`src/hw/rtl/jbc_stack_ram.sv`:
```
module jbc_stack_ram #(
	parameter int DEPTH = 64,
	parameter int AW    = $clog2(DEPTH)
) (
	input  logic          clk,
	input  logic          we,
	input  logic [AW-1:0] waddr,
	input  logic          wdata,
	input  logic [AW-1:0] raddr,
	output logic          rdata
);

	logic mem [DEPTH];

	// Write on push, registered read every cycle
	always_ff @(posedge clk) begin
		if (we) begin
			mem[waddr] <= wdata;
		end
		rdata <= mem[raddr];
	end

endmodule

```
`config.mk`:
```
export PLATFORM = sky130hd
export DESIGN_NAME = jbc_stack_ram
export DESIGN_NICKNAME = d
export VERILOG_FILES = /design/src/hw/rtl/jbc_stack_ram.sv
export SDC_FILE = /design/constraint.sdc
export NUM_CORES = 1
export LEC_CHECK = 0
export BUFFER_PORTS_ARGS = -buffer_cell sky130_fd_sc_hd__buf_2
export CAP_MARGIN = 20
export CORE_MARGIN = 1.5
export CORE_UTILIZATION = 50
export DETAILED_ROUTE_END_ITERATION = 10
export PLACE_DENSITY_LB_ADDON = 0.25
export SLEW_MARGIN = 10
export SYNTH_ARGS = -nofsm -noshare
export SYNTH_HDL_FRONTEND = slang
export SYNTH_SLANG_ARGS = --single-unit
```
`constraint.sdc`:
```
create_clock -name clk -period 4.27 [get_ports clk]
set_clock_uncertainty 0.05 [all_clocks]
set_input_delay 0.427 -clock clk [delete_from_list [all_inputs] [get_ports clk]]
set_output_delay 0.427 -clock clk [all_outputs]
set_load 0.005 [all_outputs]
```
==> results_dict.tcl <==
set metrics [dict create \
    globalplace.congestion 0.758 \
    top_cell_type_by_total_area_after_synthesis "edfxtp_1" \
    core_area_um2 5570 \
    synth-async-reset-ratio_pct 0 \
    crit_path_max_incr_delay_ns 0.59 \
    row_count 27 \
    initial_antenna_violation_count 0 \
    drc 0 \
    tightestPinTransition_ns 0.941 \
    final_period_minus_worst_setup_slack_ns 1.97 \
    power_per_cell_area_nw_per_um2 394 \
    end_kind "register" \
    diodes 0 \
    syn-mean-instance-area_um2 14.3 \
    floorplan.initialDensity_pct 52.3 \
    cts_repair_resize_count 0 \
    main_combinational_cell_family_by_area_after_synthesis "simple AND/OR/NAND/NOR gates" \
    postRouteWirelength_um 5450 \
    detail_route.iter0.violations 133 \
    grt_setup_unrepaired "false" \
    fp.dieH_um 79.3 \
    num-nets-final 233 \
    timing.final.crit_share_pct 46.2 \
    port_bufs 15 \
    tritoncts_clock_tree "done" \
    placedCellCount 279 \
    grt_resource_usage_total_pct 20.0 \
    worst_setup_hold_path_clk_slew_ns 0.06 \
    crit_type "in -> reg" \
    netlist.area_leader.share_pct 66.0 \
    wire_length_of_the_first_global_routing_pass_um 8720 \
    vias 1688 \
    grt-ovfl-total 0 \
    postCtsSetupRepairBufs 0 \
    detail_route.first_pass.iterations 4 \
    first_global_vias 1673 \
    post_route_cells_drive_above_1_share_pct 16.6 \
    synth_edf_count 64 \
    crit_path_top_delay_cell "mux4_1" \
    crit_chain "buf_2 > mux4_1 > mux4_2 > or2_0 > a32o_1" \
    post-layout-total-power_uw 1260 \
    critical_path.max_fanout 13 \
    holdPathStages 2 \
    dieWidth_um 79.3 \
    rrSetupSlack_ns 2.37 \
    synth_fa_ha_area_share_pct 0 \
    hp-class "in -> reg" \
    max_cap_viols 0 \
    synthSimpleGateAreaFrac_pct 15.9 \
    max_freq_ghz 0.506 \
    finalMaxSlewViolations 0 \
    total_leakage_power_uw 0.000998 \
    worstReg2RegStart "mem[2]" \
    number_of_standard_cells_in_the_layout_taps_in_and_fillers_out 295 \
    proportion_of_synthesized_area_in_mux_cells_pct 14.0 \
    hpwl_detailed_um 3500 \
    synth-warning-count 0 \
    hold_buffers 0 \
    hold_ws_ns 0.315 \
    synthesis.area_um2 2910 \
    ys.flop_type "edfxtp_1" \
    synth_seq_cells 65 \
    count_of_final_setup_violators 0 \
    critPathLaunchType "input pin" \
    routed_via_density 5.72 \
    synth.yosys.seq_area_share_pct 66.6 \
    dieArea_um2 6290 \
    route.detailed.wl_per_inst_um 18.5 \
    cts_buffers 9 \
    io_pins 16 \
    mostFrequentLayoutCell "nor2_1" \
    mostFrequentLayoutCells "nor2_1 (67), edfxtp_1 (64), buf_2 (15)" \
    syn-instance-count 204 \
    yosysUniqueCellTypes 25 \
    max-slew-margin-rel_pct 37.3 \
    cts_buffer_depth 2 \
    synth_xor_area_share_pct 0 \
    hold_violations 0 \
    htree_num_levels 3 \
    critical_path_arrival_ns 2.15 \
    worstPathRequired_ns 4.44 \
    clockRootBuffer "clkbuf_8" \
    worst_slack_ns 2.30 \
    post_synthesis_net_count 219 \
    ir_drop_v 0.000241 \
    reg2reg_depth 4 \
    drt.antenna.violating_nets 0 \
    hold_path.startpoint "raddr[5]" \
    setup_total_negative_slack_ns 0 \
    synthToLayoutAreaGrowth_pct 9.92 \
    numClockSinks 65 \
    yosys-top-cells-area "edfxtp_1 (66%), nor2_1 (8.6%), mux4_2 (7.7%)" \
    hold_path_end "rdata" \
    worst_skew_pair.late_latency_ns 0.33 \
    r2r-end "rdata" \
    run_status "finished, final reports clean" \
    post_synthesis_compound_gate_area_fraction_pct 1.59 \
    post-place-ws_ns 1.94 \
    fill_cells 456 \
    largest_net_degree_at_the_start_of_global_routing 65 \
]
==> cell usage after synthesis (2+ instances only) <==
cell type,n
a22oi_1,2
nand3_1,9
edfxtp_1,64
nand2_1,7
nand3b_1,4
nor3_1,2
nor2_1,67
mux4_1,7
nand2b_1,2
clkbuf_1,10
nor2b_1,5
nand4_1,3
mux4_2,10
==> logic make-up (layout without fill, tap and decap cells) <==
| logic type | after synthesis | count (layout) |
|---|---|---|
| simple gates | 104 | 104 |
| flops | 65 | 65 |
| mux | 17 | 17 |
| buf+inv | 12 | 31 |
| compound gates | 6 | 6 |
==> critical path: cells and delay by family <==
family / cells / cell delay, ns
buffers and inverters: 1 / 0.26
multiplexers: 2 / 1.04
AND/OR/NAND/NOR: 1 / 0.21
AO/OA/AOI/OAI: 1 / 0.20
==> through the flow <==
stage | utilization, % | cell area, um^2
6_report | 57.5 | 3200
5_1_grt | 57.5 | 3200
4_1_cts | 57.5 | 3200
3_5_place_dp | 54.3 | 3030
3_3_place_gp | 54.3 | 3030
2_1_floorplan | - | 2910
==> layer usage <==
layer  wire length [um]  track usage, %  up-vias  part of all wire, %
li1                   -               -      797                    -
met1               2580            28.0      838                   47
met2               2510            29.2       47                   46
met3                295            6.90        6                  5.4
met4                 70            7.19        0                  1.3
met5                  0               0        -                    0
==> flip-flops by register name, indices dropped and copies added (netlist names) <==
name / flops
rdata: 1
mem: 64
==> where the power goes <==
group	switching, uW	internal, uW	total [uW]	leakage [uW]
clock	214	263	477	0.0000898
combinational	48.6	30.0	78.6	0.000324
sequential	1.12	706	707	0.000584
total	263	999	1260	0.000998
==> final cells by class <==
type | count | area, um^2 | share of cell area [%]
Clock buffer | 11 | 131 | 4.10
Clock inverter | 5 | 46.3 | 1.45
Multi-Input combinational cell | 127 | 918 | 28.7
Sequential cell | 65 | 1940 | 60.6
Tap cell | 72 | 90.1 | 2.81
Timing Repair Buffer | 15 | 75.1 | 2.34
==> worst max path at each step <==
| stage | from | end | slack (ns) | depth (start not counted) |
|---|---|---|---|---|
| 2_1_floorplan | raddr[1] | rdata | 2.26 | 5 |
| 4_1_cts | raddr[1] | rdata | 2.30 | 5 |
| 3_3_place_gp | raddr[1] | rdata | 1.98 | 5 |
| 6_report | raddr[1] | rdata | 2.30 | 5 |
| 3_5_place_dp | raddr[1] | rdata | 1.94 | 5 |
| 5_1_grt | raddr[1] | rdata | 2.25 | 5 |
Power figures use the tool's default switching activity.
